### config.mk
export PLATFORM = sky130hd
export DESIGN_NAME = pstc_front
export DESIGN_NICKNAME = d
export VERILOG_FILES = /design/src/rtl/pstc_pkg.sv /design/src/rtl/pstc_front.sv
export SDC_FILE = /design/constraint.sdc
export NUM_CORES = 1
export LEC_CHECK = 0
export BUFFER_PORTS_ARGS = -buffer_cell sky130_fd_sc_hd__buf_4
export CORE_MARGIN = 2
export CORE_UTILIZATION = 43
export CTS_BUF_LIST = sky130_fd_sc_hd__clkbuf_16
export DETAILED_ROUTE_END_ITERATION = 10
export HOLD_SLACK_MARGIN = 0.05
export PLACE_DENSITY = 0.9
export REMOVE_ABC_BUFFERS = 1
export SLEW_MARGIN = 20
export SYNTH_ARGS = -nofsm -noshare
export SYNTH_HDL_FRONTEND = slang
export SYNTH_SLANG_ARGS = --single-unit
### constraint.sdc
create_clock -name i_clk -period 1.63 [get_ports i_clk]
set_input_delay 0.163 -clock i_clk [delete_from_list [all_inputs] [get_ports i_clk]]
set_output_delay 0.163 -clock i_clk [all_outputs]
set_load 0.02 [all_outputs]
### src/rtl/pstc_pkg.sv
// ----------------------------------------------------------------------------
// pstc_pkg: shared types and constants of the parabolic sine/cosine/tangent unit
// Fixed-point constants in Q4.28, request/result item structs, a small helper.
// ----------------------------------------------------------------------------
`default_nettype none

package pstc_pkg;

    localparam int WORK_FRAC           = 28;
    localparam int OUT_FRAC            = 16;
    localparam int ANGLE_FRAC_BITS_DEF = 16;
    localparam int QUEUE_DEPTH         = 4;
    localparam int QUEUE_AW            = 2;

    localparam longint HALF_PI_Q = 64'sd421657428;
    localparam longint PI_Q      = 64'sd843314857;
    localparam longint TWO_PI_Q  = 64'sd1686629713;
    localparam longint B_Q       = 64'sd341782638;
    localparam longint C_Q       = -64'sd108792793;
    localparam longint P_Q       = 64'sd60397978;

    localparam logic [1:0] REQ_SIN = 2'd0;
    localparam logic [1:0] REQ_COS = 2'd1;
    localparam logic [1:0] REQ_TAN = 2'd2;
    localparam logic [1:0] REQ_NOP = 2'd3;

    typedef struct packed {
        logic [1:0]         req_type;
        logic signed [31:0] angle;
    } t_in_item;

    typedef struct packed {
        logic signed [31:0] value;
        logic               saturated;
    } t_out_item;

    typedef struct packed {
        logic is_nop;
        logic is_tan;
        logic use_cos;
    } t_kind;

    typedef struct packed {
        t_kind              kind;
        logic signed [31:0] angle;
    } t_cmd;

    function automatic logic signed [33:0] abs34(input logic signed [33:0] v);
        abs34 = v[33] ? -v : v;
    endfunction

endpackage

`default_nettype wire

### src/rtl/pstc_front.sv
// ----------------------------------------------------------------------------
// pstc_front: request intake
// Registers one request, decodes the selector and pushes it into the queue.
// ----------------------------------------------------------------------------
`default_nettype none

module pstc_front (
    input  wire logic              i_clk,
    input  wire logic              i_rst_n,
    input  wire logic              i_valid,
    output logic                   o_ready,
    input  wire pstc_pkg::t_in_item i_data,
    output logic                   o_push,
    input  wire logic              i_q_ready,
    output pstc_pkg::t_cmd         o_cmd
);

    logic           r_valid;
    pstc_pkg::t_cmd r_cmd;
    pstc_pkg::t_cmd n_cmd;

    always_comb begin
        n_cmd       = '0;
        n_cmd.angle = i_data.angle;
        unique case (i_data.req_type)
            pstc_pkg::REQ_SIN: begin
            end
            pstc_pkg::REQ_COS: begin
                n_cmd.kind.use_cos = 1'b1;
            end
            pstc_pkg::REQ_TAN: begin
                n_cmd.kind.is_tan = 1'b1;
            end
            default: begin
                n_cmd.kind.is_nop = 1'b1;
            end
        endcase
    end

    assign o_ready = !r_valid || i_q_ready;
    assign o_push  = r_valid && i_q_ready;
    assign o_cmd   = r_cmd;

    always_ff @(posedge i_clk) begin
        if (!i_rst_n) begin
            r_valid <= 1'b0;
        end else if (o_ready) begin
            r_valid <= i_valid;
        end
    end

    always_ff @(posedge i_clk) begin
        if (o_ready && i_valid) begin
            r_cmd <= n_cmd;
        end
    end

endmodule

`default_nettype wire

==> flow_summary.json <==
{
  "clockPowerShare_pct": 38.7,
  "overflow": 0,
  "wl_um": 2335,
  "port_buffers": 74,
  "antenna_found_initial": 0,
  "cts_resized": 0,
  "syn_inst": 44,
  "p_int_uw": 1756,
  "ir_worst_vdd_mv": 1.124,
  "p_switching_uw": 445.3,
  "nNetsFinal": 163,
  "cts_tree": "yes",
  "fmax_ghz": 0.8405,
  "yosysSeqAreaShare_pct": 94.38,
  "critical_path_class": "reg2reg",
  "crit_slowest_cell": "and2_4",
  "critPathMaxFanout": 35,
  "cp.required_ps": 1550,
  "path_clk_slew_ps": 50,
  "ioPinCount": 75,
  "syn_avg_cell_area_um2": 25.79,
  "relSlewSlack_pct": 72.08,
  "grt_usage_pct": 16.78,
  "die_y_um": 55.37,
  "drt_iter0_drc": 3,
  "r2r-end": "o_cmd[23]$_DFFE_PP_",
  "cpPeakStageDelay_ps": 420,
  "syn-cell-area_um2": 1135,
  "reg2reg_from": "r_valid$_SDFFE_PN0P_",
  "finalSetupViolCount": 0,
  "ctsHtreeMaxLevel": 2,
  "drive_above_1_share_pct": 65.87,
  "cts.sinks": 36,
  "p_seq_share_pct": 49.9,
  "r2r.worst_path.cells": 2,
  "cts_root_buffer": "clkbuf_16",
  "grt_start_max_net_pins": 36,
  "hp-class": "in2reg",
  "place_area_um2": 1728,
  "dr.pass1.iters": 2,
  "cp.arrival_ps": 1110,
  "p_per_area_nw_per_um2": 1181,
  "ys_warn_count": 0,
  "num_antenna_cells": 0,
  "skew_ps": 4.794,
  "whs_endpoint": "o_cmd[22]$_DFFE_PP_",
  "reg2reg_slack_ps": 440,
  "drv_cap": 0,
  "finalCriticalPeriod_ps": 1190,
  "initial_utilization_pct": 45.40,
  "swShare_pct": 20.23,
  "area_growth_pct": 64.28,
  "synth-seq-cells": 36,
  "cts_hold_buffers": 0,
  "wire_per_inst_um": 14.97,
  "grt_pass1_wl_um": 3663,
  "final_cell_mix": "buf_4, edfxtp_1, clkbuf_16",
  "end_kind": "flip-flop",
  "min_path_cells": 1,
  "grt_setup_unrepaired": "no",
  "vias": 712,
  "setup_tns_ps": 0,
  "tightest_slew_ps": 418.9,
  "worst_slack_ps": 440.2,
  "postCtsSetupBuffers": 0,
  "instances_no_fill": 156,
  "startpoint_type": "flip-flop",
  "cts_buffer_depth": 2,
  "status": "finished clean",
  "final_cell_area_um2": 1864,
  "worstSkewPairLatency_ps": 270,
  "drv_slew": 0,
  "drc": 0,
  "core_um2": 2500,
  "hp-start": "i_data[22]",
  "hold_viol_final": 0,
  "dieArea_um2": 3066,
  "dieWidth_um": 55.37,
  "worstPathCellList": "nand2b_4, and2_4",
  "num_rows": 18,
  "via_per_inst": 4.564,
  "cts_buffers": 5,
  "placedCellCount": 148,
  "grt_pass1_vias": 784,
  "synth_cell_types": 9,
  "power_frac_comb_pct": 11.3,
  "dp_slack_ps": 440.6,
  "finalCritPeriodShare_pct": 72.99,
  "ant_nets": 0,
  "mostFrequentLayoutCell": "buf_4",
  "p_leak_uw": 0.0008088,
  "place.gp.congestion": 0.6965
}
worst max path at each step:
stage                                    start                  end  depth (start not counted)
final                     r_valid$_SDFFE_PN0P_  o_cmd[23]$_DFFE_PP_                          2
after global routing      r_valid$_SDFFE_PN0P_  o_cmd[27]$_DFFE_PP_                          2
after CTS                 r_valid$_SDFFE_PN0P_  o_cmd[25]$_DFFE_PP_                          2
after detailed placement  r_valid$_SDFFE_PN0P_  o_cmd[28]$_DFFE_PP_                          2
after global placement    r_valid$_SDFFE_PN0P_  o_cmd[16]$_DFFE_PP_                          2
after floorplan           r_valid$_SDFFE_PN0P_   o_cmd[0]$_DFFE_PP_                          2
cell type report:
cell class / instances / area [µm²]
Multi-Input combinational cell: 7 / 60.06
Clock inverter: 3 / 11.26
Clock buffer: 5 / 125.1
Timing Repair Buffer: 74 / 555.5
Inverter: 1 / 3.754
Fill cell: 155 / 635.6
Tap cell: 30 / 37.54
Sequential cell: 36 / 1071
worst max-delay path: cells and delay by family (launching register included):
family           cells  cell delay [ps]
flip-flops           1              330
AND/OR/NAND/NOR      2              510
metrics by stage:
stage | power (µW) | hold slack (ps) | util (%)
after detailed placement | 1369 | 342.8 | 69.12
after CTS | 2220 | 61.54 | 74.57
after floorplan | 1212 | 261.9 | -
after global placement | 1359 | 341.2 | 69.12
after global routing | 2287 | 58.73 | 74.57
final | 2201 | 66.42 | 74.57
synthesized netlist by cell type (all sizes together):
cell    number  area (µm²)
inv          1       3.750
edfxtp      35        1051
and2         3       22.53
nand2b       1       13.76
a21boi       1       11.26
nor2b        2       12.51
dfxtp        1       20.02
power by group through the flow:
stage               Sequential [µW]  Clock (µW)  Combinational (µW)
global route                   1100         920                 263
global placement               1110           0                 245
floorplan                      1180           0                29.5
finish                         1100         853                 249
detailed placement             1120           0                 252
CTS                            1100         868                 253
kinds of logic after synthesis:
group           share of synthesized area [%]
simple gates                            4.300
flops                                   94.38
compound gates                         0.9922
buf+inv                                0.3304
metal layers:
metal	wire, µm	GRT usage (%)
met5	0	0
met4	70	8.711
met3	395	14.52
met2	1205	26.02
met1	664	14.80
state kept, by name, summed over array words and instances (netlist names):
register	count
o_cmd	35
r_valid	1
(Power assumes the default switching activity.)
