$ cat src/rtl/pstc_pkg.sv
// ----------------------------------------------------------------------------
// pstc_pkg: shared types and constants of the parabolic sine/cosine/tangent unit
// Fixed-point constants in Q4.28, request/result item structs, a small helper.
// ----------------------------------------------------------------------------
`default_nettype none

package pstc_pkg;

    localparam int WORK_FRAC           = 28;
    localparam int OUT_FRAC            = 16;
    localparam int ANGLE_FRAC_BITS_DEF = 16;
    localparam int QUEUE_DEPTH         = 4;
    localparam int QUEUE_AW            = 2;

    localparam longint HALF_PI_Q = 64'sd421657428;
    localparam longint PI_Q      = 64'sd843314857;
    localparam longint TWO_PI_Q  = 64'sd1686629713;
    localparam longint B_Q       = 64'sd341782638;
    localparam longint C_Q       = -64'sd108792793;
    localparam longint P_Q       = 64'sd60397978;

    localparam logic [1:0] REQ_SIN = 2'd0;
    localparam logic [1:0] REQ_COS = 2'd1;
    localparam logic [1:0] REQ_TAN = 2'd2;
    localparam logic [1:0] REQ_NOP = 2'd3;

    typedef struct packed {
        logic [1:0]         req_type;
        logic signed [31:0] angle;
    } t_in_item;

    typedef struct packed {
        logic signed [31:0] value;
        logic               saturated;
    } t_out_item;

    typedef struct packed {
        logic is_nop;
        logic is_tan;
        logic use_cos;
    } t_kind;

    typedef struct packed {
        t_kind              kind;
        logic signed [31:0] angle;
    } t_cmd;

    function automatic logic signed [33:0] abs34(input logic signed [33:0] v);
        abs34 = v[33] ? -v : v;
    endfunction

endpackage

`default_nettype wire

$ cat src/rtl/pstc_queue.sv
// ----------------------------------------------------------------------------
// pstc_queue: command queue
// Small FIFO between the intake and the arithmetic pipeline.
// ----------------------------------------------------------------------------
`default_nettype none

module pstc_queue (
    input  wire logic           i_clk,
    input  wire logic           i_rst_n,
    input  wire logic           i_push,
    input  wire pstc_pkg::t_cmd i_data,
    output logic                o_ready,
    output logic                o_valid,
    output pstc_pkg::t_cmd      o_data,
    input  wire logic           i_pop
);

    localparam int AW = pstc_pkg::QUEUE_AW;

    pstc_pkg::t_cmd  r_mem [pstc_pkg::QUEUE_DEPTH];
    logic [AW-1:0]   r_wr_ptr;
    logic [AW-1:0]   r_rd_ptr;
    logic [AW:0]     r_count;
    pstc_pkg::t_cmd  r_head;
    logic            r_head_vld;
    logic            w_take;
    logic            w_byp;
    logic            w_wr;
    logic            w_rd;

    assign o_ready = (r_count != (AW+1)'(pstc_pkg::QUEUE_DEPTH));
    assign o_valid = r_head_vld;
    assign o_data  = r_head;
    // head register refills when empty or popped; with the store empty a push
    // goes straight into it
    assign w_take  = !r_head_vld || i_pop;
    assign w_rd    = w_take && (r_count != '0);
    assign w_byp   = w_take && (r_count == '0) && i_push;
    assign w_wr    = i_push && o_ready && !w_byp;

    always_ff @(posedge i_clk) begin
        if (!i_rst_n) begin
            r_wr_ptr   <= '0;
            r_rd_ptr   <= '0;
            r_count    <= '0;
            r_head_vld <= 1'b0;
        end else begin
            if (w_wr) begin
                r_wr_ptr <= r_wr_ptr + 1'b1;
            end
            if (w_rd) begin
                r_rd_ptr <= r_rd_ptr + 1'b1;
            end
            if (w_wr && !w_rd) begin
                r_count <= r_count + 1'b1;
            end else if (w_rd && !w_wr) begin
                r_count <= r_count - 1'b1;
            end
            if (w_take) begin
                r_head_vld <= w_rd || w_byp;
            end
        end
    end

    always_ff @(posedge i_clk) begin
        if (w_wr) begin
            r_mem[r_wr_ptr] <= i_data;
        end
        if (w_rd) begin
            r_head <= r_mem[r_rd_ptr];
        end else if (w_byp) begin
            r_head <= i_data;
        end
    end

    a_count_bound: assert property (@(posedge i_clk) disable iff (!i_rst_n)
        r_count <= (AW+1)'(pstc_pkg::QUEUE_DEPTH))
        else $error("queue count beyond depth");

    a_count_up: assert property (@(posedge i_clk) disable iff (!i_rst_n)
        (w_wr && !w_rd) |=> (r_count == $past(r_count) + 1'b1))
        else $error("queue count did not follow a write");

endmodule

`default_nettype wire

$ cat config.mk
export PLATFORM = sky130hd
export DESIGN_NAME = pstc_queue
export DESIGN_NICKNAME = d
export VERILOG_FILES = /design/src/rtl/pstc_pkg.sv /design/src/rtl/pstc_queue.sv
export SDC_FILE = /design/constraint.sdc
export NUM_CORES = 1
export LEC_CHECK = 0
export BUFFER_PORTS_ARGS = -buffer_cell sky130_fd_sc_hd__clkbuf_2
export CAP_MARGIN = 0
export CELL_PAD_IN_SITES_DETAIL_PLACEMENT = 1
export CELL_PAD_IN_SITES_GLOBAL_PLACEMENT = 1
export CORE_ASPECT_RATIO = 0.6
export CORE_MARGIN = 8
export CORE_UTILIZATION = 55
export CTS_CLUSTER_SIZE = 14
export DETAILED_ROUTE_END_ITERATION = 16
export PLACE_DENSITY_LB_ADDON = 0.1
export SYNTH_ARGS = -nofsm -noshare
export SYNTH_HDL_FRONTEND = slang
export SYNTH_SLANG_ARGS = --single-unit
$ cat constraint.sdc
create_clock -name i_clk -period 5.3 [get_ports i_clk]
set_input_delay 0.265 -clock i_clk [delete_from_list [all_inputs] [get_ports i_clk]]
set_output_delay 0.265 -clock i_clk [all_outputs]
set_load 0.03 [all_outputs]
==> flow_metrics.py, run 1 <==
metrics = {
    "job": {
        "drv_cap": 0,
    },
    "timing": {
        "grt_setup_unrepaired": "false",
        "skew_ps": 8.114,
        "period_share_pct": 48.77,
        "fin_worst_hold_slack_ps": 80.87,
        "tightest_slew_ps": 1045,
        "hold_violations": 0,
        "number_of_max_slew_violations_in_the_final_report": 0,
        "relSlewSlack_pct": 30.30,
        "post-route-min-period_ps": 2585,
        "fin_setup_tns_ps": 0,
        "setup_viol": 0,
        "fmaxAchievable_mhz": 386.9,
    },
    "die": {
        "start_util_pct": 56.21,
        "die_h_microns": 104.8,
        "fp.dieArea_sq_mm": 0.01718,
        "boundaryPins": 76,
        "core_sq_mm": 0.01285,
        "num_rows": 32,
        "floorplan.die.width_microns": 164.0,
    },
    "route": {
        "drt-initial-drc-count": 164,
        "ant_nets": 0,
        "dr_total_vias": 3287,
        "wl_met1_microns": 6082,
        "firstDrtPassIters": 4,
        "viasPerCell": 5.638,
        "maxUsedRoutingLayer": "met5",
        "wl_per_cell_microns": 23.98,
        "totalWireLength_microns": 13980,
        "total_drc_errors_in_the_routed_layout": 0,
        "met3RoutedLength_microns": 764,
        "wl_met2_microns": 6967,
    },
    "hold_path": {
        "hold_class": "in2reg",
        "worstHoldStart": "i_data[8]",
    },
    "pwr": {
        "power_per_cell_area_mw_per_mm2": 553.1,
        "power.internal_mw": 3.117,
        "p_seq_share_pct": 44.6,
        "netSwitchingFraction_pct": 31.95,
        "leakagePower_nw": 2.921,
        "clock_power_share_pct": 26.3,
        "share_comb_of_total_power_pct": 29.1,
        "ir_worst_vdd_uv": 289.0,
        "power_dissipated_by_switching_net_loads_mw": 1.463,
    },
    "clock_tree": {
        "clock_pin_slew_on_the_worst_setup_and_hold_paths_ps": 70,
        "cts_tree": "built",
        "cts_buffer_depth": 2,
        "clkLatencyLatePin_ps": 420,
        "total_clock_sinks": 185,
        "post_cts_buffers": 0,
        "htree_num_levels": 4,
        "cts.repair.resized": 0,
        "clockRootBuffer": "sky130_fd_sc_hd__clkbuf_16",
        "hold_buffer_count_at_cts": 0,
        "cts_buffers": 17,
    },
    "worst_setup_path": {
        "worstReg2RegEnd": "r_count[2]",
        "worst-endpoint-required_ps": 5660,
        "timing.critical_path.to_type": "register",
        "critPathLaunch": "o_valid",
        "r2r_cells": 10,
        "crit_fanout": 36,
        "reg_to_reg_start": "o_valid",
        "timing.critical_path.to": "r_count[2]",
        "r2r_slack_ps": 2720,
        "cp_data_arrival_time_ps": 2940,
        "criticalPathCategory": "reg2reg",
        "setup.worst_path.start_class": "register",
    },
    "synthesis": {
        "seq_total_area_yosys_pct": 75.51,
        "yosys.cell_count.top_type": "sky130_fd_sc_hd__edfxtp_1",
        "ys_async_sr_fraction_pct": 0,
        "synth.top_cell.area_share_pct": 72.74,
        "synth_top_cells_by_area": "sky130_fd_sc_hd__edfxtp_1, sky130_fd_sc_hd__mux4_2, sky130_fd_sc_hd__mux2_4",
        "synth_area_leader_cell": "sky130_fd_sc_hd__edfxtp_1",
        "synth_cells": 315,
        "synth_edf_count": 175,
        "postSynthRegisterBits": 185,
        "dominantRegCellSynth": "sky130_fd_sc_hd__edfxtp_1",
        "synth_common_cells": "sky130_fd_sc_hd__edfxtp_1, sky130_fd_sc_hd__mux2_4, sky130_fd_sc_hd__mux4_2",
        "synth.avg_cell_area_sq_um": 22.93,
        "synth.net_count": 360,
        "ys_warn_count": 0,
        "synth.cell_area_sq_mm": 0.007224,
        "yosys.cell_types.count": 31,
    },
    "placed_design": {
        "detailed_place.area_sq_mm": 0.007724,
        "routabilityCongestion": 0.7089,
        "hpwl_microns": 8281,
        "portBuffers": 75,
    },
    "global_route": {
        "grt_antenna_before_repair": 1,
        "wire_length_of_the_first_global_routing_pass_microns": 21740,
        "grt_overflow_total": 0,
        "grt_start_max_net_pins": 37,
        "grt_util_all_layers_pct": 17.07,
        "number_of_global_route_vias_before_repair": 3678,
    },
    "cells_and_area": {
        "final_design_area_no_fill_sq_mm": 0.008280,
        "finalNetCount": 445,
        "antenna-diode-count": 0,
        "drive_above_1_share_pct": 44.31,
        "area.growth.synth_to_final_pct": 14.62,
        "n_fill_cell": 1046,
    },
    "outcome": {
        "outcome": "finished clean",
    },
}
[power groups by stage]
| stage | Clock [mW] | Combinational, mW | Sequential [mW] |
|---|---|---|---|
| 2_1_floorplan | 0 | 0.811 | 2.29 |
| 4_1_cts | 1.23 | 1.36 | 2.05 |
| 6_report | 1.21 | 1.33 | 2.04 |
| 3_3_place_gp | 0 | 1.31 | 2.06 |
| 5_1_grt | 1.28 | 1.42 | 2.07 |
| 3_5_place_dp | 0 | 1.35 | 2.07 |
[layer usage]
layer	global-route usage, %	up-vias
li1	-	1464
met5	0	-
met1	22.11	1725
met3	4.976	17
met2	27.70	79
met4	4.974	2
[worst max-delay path, stage by stage (launching register included)]
cell and delay (ps):
sky130_fd_sc_hd__dfxtp_1 360, sky130_fd_sc_hd__nor2b_1 360, sky130_fd_sc_hd__nor2_4 70, sky130_fd_sc_hd__buf_4 350
sky130_fd_sc_hd__inv_1 130, sky130_fd_sc_hd__ha_1 200, sky130_fd_sc_hd__inv_1 60, sky130_fd_sc_hd__fa_1 370
sky130_fd_sc_hd__xor2_1 160, sky130_fd_sc_hd__or3_1 310, sky130_fd_sc_hd__a21oi_1 140
[placed cells by master, fill, tap and decap left out, types with 6 or more instances in the layout]
cell type | netlist | routed
sky130_fd_sc_hd__inv_6 | 0 | 6
sky130_fd_sc_hd__nand2_1 | 6 | 6
sky130_fd_sc_hd__mux4_2 | 30 | 30
sky130_fd_sc_hd__clkbuf_16 | 0 | 17
sky130_fd_sc_hd__clkbuf_2 | 0 | 75
sky130_fd_sc_hd__edfxtp_1 | 175 | 175
sky130_fd_sc_hd__mux2_4 | 30 | 30
sky130_fd_sc_hd__dfxtp_1 | 10 | 8
[logic make-up (layout without fill, tap and decap cells)]
| kind of cell | after synthesis | count (layout) | share of synthesized area, % |
|---|---|---|---|
| flip-flops | 185 | 185 | 75.51 |
| adder cells (fa/ha/maj) | 6 | 6 | 1.143 |
| XOR/XNOR | 2 | 2 | 0.2425 |
| multiplexers | 74 | 74 | 18.74 |
| buffers and inverters | 16 | 114 | 1.818 |
| AO/OA/AOI/OAI | 7 | 7 | 0.6061 |
| AND/OR/NAND/NOR | 25 | 25 | 1.940 |
[sequential cells by signal, summed over array words and instances (netlist names), named ones only]
signal / flops
r_mem: 140
r_wr_ptr: 2
r_count: 3
r_rd_ptr: 2
o_valid: 1
o_data: 35
[per-stage QoR]
step	utilization, %	cells	total power [mW]	setup WS (ps)
floorplan	-	315	3.105	2821
global placement	60.10	551	3.372	2845
detailed placement	60.10	551	3.420	2731
CTS	64.43	583	4.637	2692
global route	64.43	583	4.768	2562
finish	64.43	583	4.580	2715
[final cells by class]
cell class | count | area, sq um | area share (%)
clock inverters | 15 | 131.4 | 1.587
repair buffers | 77 | 390.4 | 4.714
well taps | 170 | 212.7 | 2.569
inverters | 5 | 18.77 | 0.2267
flip-flops and latches | 185 | 5458 | 65.91
multi-input cells | 114 | 1644 | 19.85
clock buffers | 17 | 425.4 | 5.138
[worst min-delay path by stage]
stage               cells past startpoint          end  slack [ps]
global route                            1  r_mem[3][9]          80
finish                                  1  r_mem[3][8]          80
CTS                                     1  r_mem[3][9]          60
detailed placement                      2     register         480
floorplan                               0  r_mem[0][0]         360
global placement                        2     register         450
No activity file was read; power rests on OpenSTA's default activity.
==> run 2, diff against run 1 <==
Settings changed: CORE_UTILIZATION 55 to 51.
Clock period 5.3 ns to 2.6 ns, I/O delays scaled along.
==> flow_metrics.py, run 2 (synthesis gave the netlist of run 1 again) <==
metrics = {
    "outcome": {
        "outcome": "finished clean",
    },
    "clock_tree": {
        "cts_buffers": 17,
        "cts_buffer_depth": 2,
        "cts.repair.resized": 0,
        "clkLatencyLatePin_ps": 430,
        "clock_pin_slew_on_the_worst_setup_and_hold_paths_ps": 70,
        "clockRootBuffer": "sky130_fd_sc_hd__clkbuf_16",
        "htree_num_levels": 4,
        "total_clock_sinks": 185,
        "cts_tree": "built",
    },
    "pwr": {
        "leakagePower_nw": 3.156,
        "p_seq_share_pct": 43.0,
        "netSwitchingFraction_pct": 31.58,
        "power_per_cell_area_mw_per_mm2": 1086,
        "share_comb_of_total_power_pct": 29.7,
        "clock_power_share_pct": 27.3,
        "fin_total_pwr_mw": 9.565,
        "power_dissipated_by_switching_net_loads_mw": 3.020,
        "power.internal_mw": 6.544,
        "ir_worst_vdd_uv": 703.3,
    },
    "global_route": {
        "wire_length_of_the_first_global_routing_pass_microns": 22060,
        "grt_start_max_net_pins": 36,
        "grt_overflow_total": 0,
        "number_of_global_route_vias_before_repair": 3851,
        "grt_antenna_before_repair": 0,
        "grt_util_all_layers_pct": 16.32,
    },
    "timing": {
        "fmaxAchievable_mhz": 448.3,
        "tightest_slew_ps": 720.7,
        "timing.final.ws_setup_ps": 369.6,
        "number_of_max_slew_violations_in_the_final_report": 0,
        "fin_setup_tns_ps": 0,
        "post-route-min-period_ps": 2230,
        "setup_viol": 0,
        "skew_ps": 12.67,
        "grt_setup_unrepaired": "false",
        "period_share_pct": 85.79,
        "relSlewSlack_pct": 51.96,
        "hold_violations": 0,
    },
    "worst_setup_path": {
        "worst-endpoint-required_ps": 2960,
        "worstReg2RegEnd": "r_count[2]",
        "criticalPathCategory": "reg2reg",
        "timing.critical_path.to_type": "register",
        "timing.critical_path.to": "r_count[2]",
        "crit_fanout": 6,
        "reg_to_reg_start": "r_count[2]",
        "r2r_slack_ps": 370,
        "critPathLaunch": "r_count[2]",
        "setup.worst_path.start_class": "register",
        "cp_data_arrival_time_ps": 2590,
        "r2r_cells": 8,
    },
    "route": {
        "ant_nets": 0,
        "wl_per_cell_microns": 21.80,
        "total_drc_errors_in_the_routed_layout": 0,
        "drt-initial-drc-count": 258,
        "totalWireLength_microns": 14210,
        "firstDrtPassIters": 6,
        "dr_total_vias": 3469,
        "viasPerCell": 5.321,
    },
    "placed_design": {
        "hpwl_microns": 8613,
        "detailed_place.area_sq_mm": 0.007854,
        "dpl.cell_count": 585,
        "portBuffers": 75,
        "routabilityCongestion": 0.6848,
        "preCtsSetupSlack_ps": 366.2,
    },
    "cells_and_area": {
        "drive_above_1_share_pct": 42.61,
        "final-seq-area_sq_mm": 0.005458,
        "layout.cells.most_common": "sky130_fd_sc_hd__edfxtp_1",
        "layout_common_cells": "sky130_fd_sc_hd__edfxtp_1, sky130_fd_sc_hd__clkbuf_2, sky130_fd_sc_hd__dlygate4sd3_1",
        "non_filler_instance_count_after_layout": 652,
        "register_with_the_most_flip_flops": "r_mem",
        "finalNetCount": 492,
        "final_design_area_no_fill_sq_mm": 0.008805,
        "area.growth.synth_to_final_pct": 21.87,
        "antenna-diode-count": 0,
        "multi_input_area_sq_mm": 0.001644,
        "n_fill_cell": 1172,
        "flip_flop_count_of_the_largest_register_after_layout": 140,
    },
    "hold_path": {
        "hold_class": "in2reg",
    },
    "die": {
        "floorplan.die.width_microns": 169.7,
        "core_sq_mm": 0.01375,
        "start_util_pct": 52.54,
        "die_h_microns": 108.2,
        "num_rows": 33,
        "fp.dieArea_sq_mm": 0.01836,
        "boundaryPins": 76,
    },
    "job": {
        "drv_cap": 0,
    },
}
## run 2: changes by cell type in the layout (fill, tap and decap cells not counted), sizes merged
cell         delta
dlygate4sd3    +35
buf            +12
bufinv          +1
clkinvlp        -1
## run 2: worst min path at each step
stage | start | endpoint | slack, ps | cells past startpoint
finish | i_data[24] | r_mem[0][24] | 20 | 1
global route | i_data[24] | r_mem[0][24] | 20 | 1
CTS | i_data[24] | r_mem[0][24] | 7 | 1
detailed placement | i_data[20] | r_mem[0][20] | 370 | 1
global placement | i_data[1] | r_mem[1][1] | 360 | 1
floorplan | i_data[0] | r_mem[0][0] | 230 | 0
## run 2: stage by stage
| stage | utilization, % | hold slack [ps] |
|---|---|---|
| floorplan | - | 228.9 |
| global placement | 57.12 | 361.4 |
| detailed placement | 57.12 | 368.1 |
| CTS | 64.04 | 6.734 |
| global route | 64.04 | 17.95 |
| finish | 64.04 | 18.32 |
## run 2: worst max-delay path, stage by stage (launching register included)
cell and delay (ps):
sky130_fd_sc_hd__dfxtp_1 350, sky130_fd_sc_hd__or3b_1 400, sky130_fd_sc_hd__a21boi_2 170, sky130_fd_sc_hd__ha_1 200
sky130_fd_sc_hd__inv_1 60, sky130_fd_sc_hd__fa_1 370, sky130_fd_sc_hd__xor2_1 160, sky130_fd_sc_hd__or3_1 320
sky130_fd_sc_hd__a21oi_1 140
## run 2: final cells by class
class                      instances  area share, %
tap                              192          2.728
sequential                       185          61.99
clock buffer                      17          4.832
multi-input combinational        114          18.67
inverter                           5         0.2132
clock inverter                    15          1.989
timing repair buffer             124          9.578
## run 2: per-layer routing
metal  vias to the layer above  GRT usage [%]  part of all wire, %
li1                       1556              -                    -
met1                      1821          20.78                   45
met2                        83          26.98                   49
met3                         9          4.402                  4.9
met4                         0          5.720                 0.86
met5                         -              0                    0
## run 2: repair_timing
action                    in CTS  in global routing
hold endpoints to repair     137                  0
hold buffers                  35                  0
setup buffers                  0                  0
## run 2: power groups by stage
stage,logic (mW),clock network (mW),registers [mW]
after CTS,2.89,2.67,4.13
final,2.84,2.61,4.12
after detailed placement,2.83,0,4.19
after floorplan,1.65,0,4.68
after global placement,2.79,0,4.16
after global routing,3.04,2.77,4.18
==> run 3, diff against run 2 <==
Settings changed: CORE_UTILIZATION 51 to 53, CTS_BUF_LIST set to sky130_fd_sc_hd__clkbuf_2.
==> flow_metrics.py, run 3 (synthesis gave the netlist of run 1 again) <==
metrics = {
    "placed_design": {
        "detailed_place.area_sq_mm": 0.007865,
        "routabilityCongestion": 0.7062,
        "portBuffers": 75,
        "hpwl_microns": 8371,
    },
    "cells_and_area": {
        "layout_common_cells": "sky130_fd_sc_hd__edfxtp_1, sky130_fd_sc_hd__clkbuf_2, sky130_fd_sc_hd__dlygate4sd3_1",
        "antenna-diode-count": 0,
        "flip_flop_count_of_the_largest_register_after_layout": 140,
        "layout.cells.most_common": "sky130_fd_sc_hd__edfxtp_1",
        "final_design_area_no_fill_sq_mm": 0.008509,
        "finalNetCount": 494,
        "drive_above_1_share_pct": 41.56,
        "register_with_the_most_flip_flops": "r_mem",
        "area.growth.synth_to_final_pct": 17.79,
    },
    "worst_setup_path": {
        "critical_path.slowest_cell": "sky130_fd_sc_hd__dlygate4sd3_1",
        "cp_data_arrival_time_ps": 2910,
        "critical_path.n_buffers_inverters": 2,
        "timing.critical_path.to_type": "register",
        "r2r_slack_ps": 290,
        "crit_fanout": 5,
        "crit_family": "buffers and inverters",
        "critPathMaxStageDelay_ps": 580,
        "worst-endpoint-required_ps": 3210,
        "criticalPathCategory": "reg2reg",
        "cpMostUsedCell": "sky130_fd_sc_hd__dlygate4sd3_1",
        "worstPathCellList": "or3_1 > nor3_1 > dlygate4sd3_1 > nor2_1 > dlygate4sd3_1",
        "setup.worst_path.start_class": "register",
    },
    "route": {
        "firstDrtPassIters": 4,
        "ant_nets": 0,
        "viasPerCell": 5.418,
        "drt-initial-drc-count": 167,
        "total_drc_errors_in_the_routed_layout": 0,
        "dr_total_vias": 3451,
        "wl_per_cell_microns": 21.50,
        "totalWireLength_microns": 13700,
    },
    "die": {
        "die_h_microns": 106.4,
        "start_util_pct": 53.51,
        "core_sq_mm": 0.01350,
        "fp.dieArea_sq_mm": 0.01775,
        "num_rows": 33,
        "boundaryPins": 76,
        "floorplan.die.width_microns": 166.7,
    },
    "hold_path": {
        "hold_class": "in2reg",
    },
    "clock_tree": {
        "total_clock_sinks": 185,
        "cts_buffer_depth": 2,
        "clkLatencyLatePin_ps": 710,
        "cts_buffers": 17,
        "cts_tree": "built",
        "clockRootBuffer": "sky130_fd_sc_hd__clkbuf_2",
        "clock_pin_slew_on_the_worst_setup_and_hold_paths_ps": 290,
        "htree_num_levels": 4,
    },
    "timing": {
        "tightest_slew_ps": 713.3,
        "number_of_max_slew_violations_in_the_final_report": 0,
        "fmaxAchievable_mhz": 433.1,
        "fin_setup_tns_ps": 0,
        "setup_viol": 0,
        "post-route-min-period_ps": 2309,
        "relSlewSlack_pct": 52.45,
        "period_share_pct": 88.81,
        "grt_setup_unrepaired": "false",
        "skew_ps": 37.93,
        "hold_violations": 0,
    },
    "job": {
        "drv_cap": 0,
    },
    "global_route": {
        "wire_length_of_the_first_global_routing_pass_microns": 21740,
        "number_of_global_route_vias_before_repair": 3824,
        "grt_overflow_total": 0,
        "grt_start_max_net_pins": 36,
        "grt_util_all_layers_pct": 16.03,
        "grt_antenna_before_repair": 0,
    },
    "outcome": {
        "outcome": "finished clean",
    },
    "pwr": {
        "ir_worst_vdd_uv": 425.4,
        "power_per_cell_area_mw_per_mm2": 985.4,
        "leakagePower_nw": 3.006,
    },
}
## run 3: changes by cell type in the layout (fill, tap and decap cells not counted), sizes merged
cell | previous run | this run
clkinvlp | 0 | 7
inv | 15 | 10
clkinv | 4 | 0
dlygate4sd3 | 35 | 41
clkbuf | 92 | 94
buf | 14 | 10
## run 3: worst paths after layout
path                             startpoint          end  cells after the start
worst min register to register  r_wr_ptr[1]  r_wr_ptr[1]                      2
worst max register to register   r_count[0]      o_valid                      5
worst min-delay path              i_data[0]  r_mem[2][0]                      2
worst max-delay path             r_count[0]      o_valid                      5
## run 3: report_power, final
| part | internal [mW] | switching [mW] | total [mW] |
|---|---|---|---|
| clock network | 0.380 | 1.02 | 1.40 |
| logic | 1.29 | 1.55 | 2.85 |
| registers | 3.91 | 0.235 | 4.14 |
## run 3: area by class of cell
cell class	count	area (sq um)
Tap cell	175	219.0
Sequential cell	185	5458
Clock buffer	19	95.09
Clock inverter	13	138.9
Multi-Input combinational cell	114	1644
Timing Repair Buffer	126	935.9
Inverter	5	18.77
Fill cell	1152	4992
## run 3: metrics by stage
stage | hold slack, ps | power (mW) | worst slack (ps) | cells | util [%]
after detailed placement | 373.2 | 7.056 | 379.9 | 564 | 58.25
after global placement | 367.6 | 6.984 | 436.6 | 564 | 58.25
after CTS | 108.7 | 8.509 | 319.5 | 637 | 63.02
after global routing | 85.75 | 8.781 | 202.3 | 637 | 63.02
final | 177.7 | 8.385 | 291.1 | 637 | 63.02
after floorplan | 228.9 | 6.330 | 121.3 | 315 | -
## run 3: metal layers
metal	up-vias	GRT usage [%]	wire length (microns)
met3	9	4.957	602
li1	1563	-	-
met4	0	3.455	93
met2	67	26.80	6793
met5	-	0	0
met1	1812	20.60	6205
## run 3: repair_timing
item,in CTS,in global routing
hold buffers,41,0
gates resized for setup,0,0
buffers inserted,0,0
hold endpoints to repair,185,0
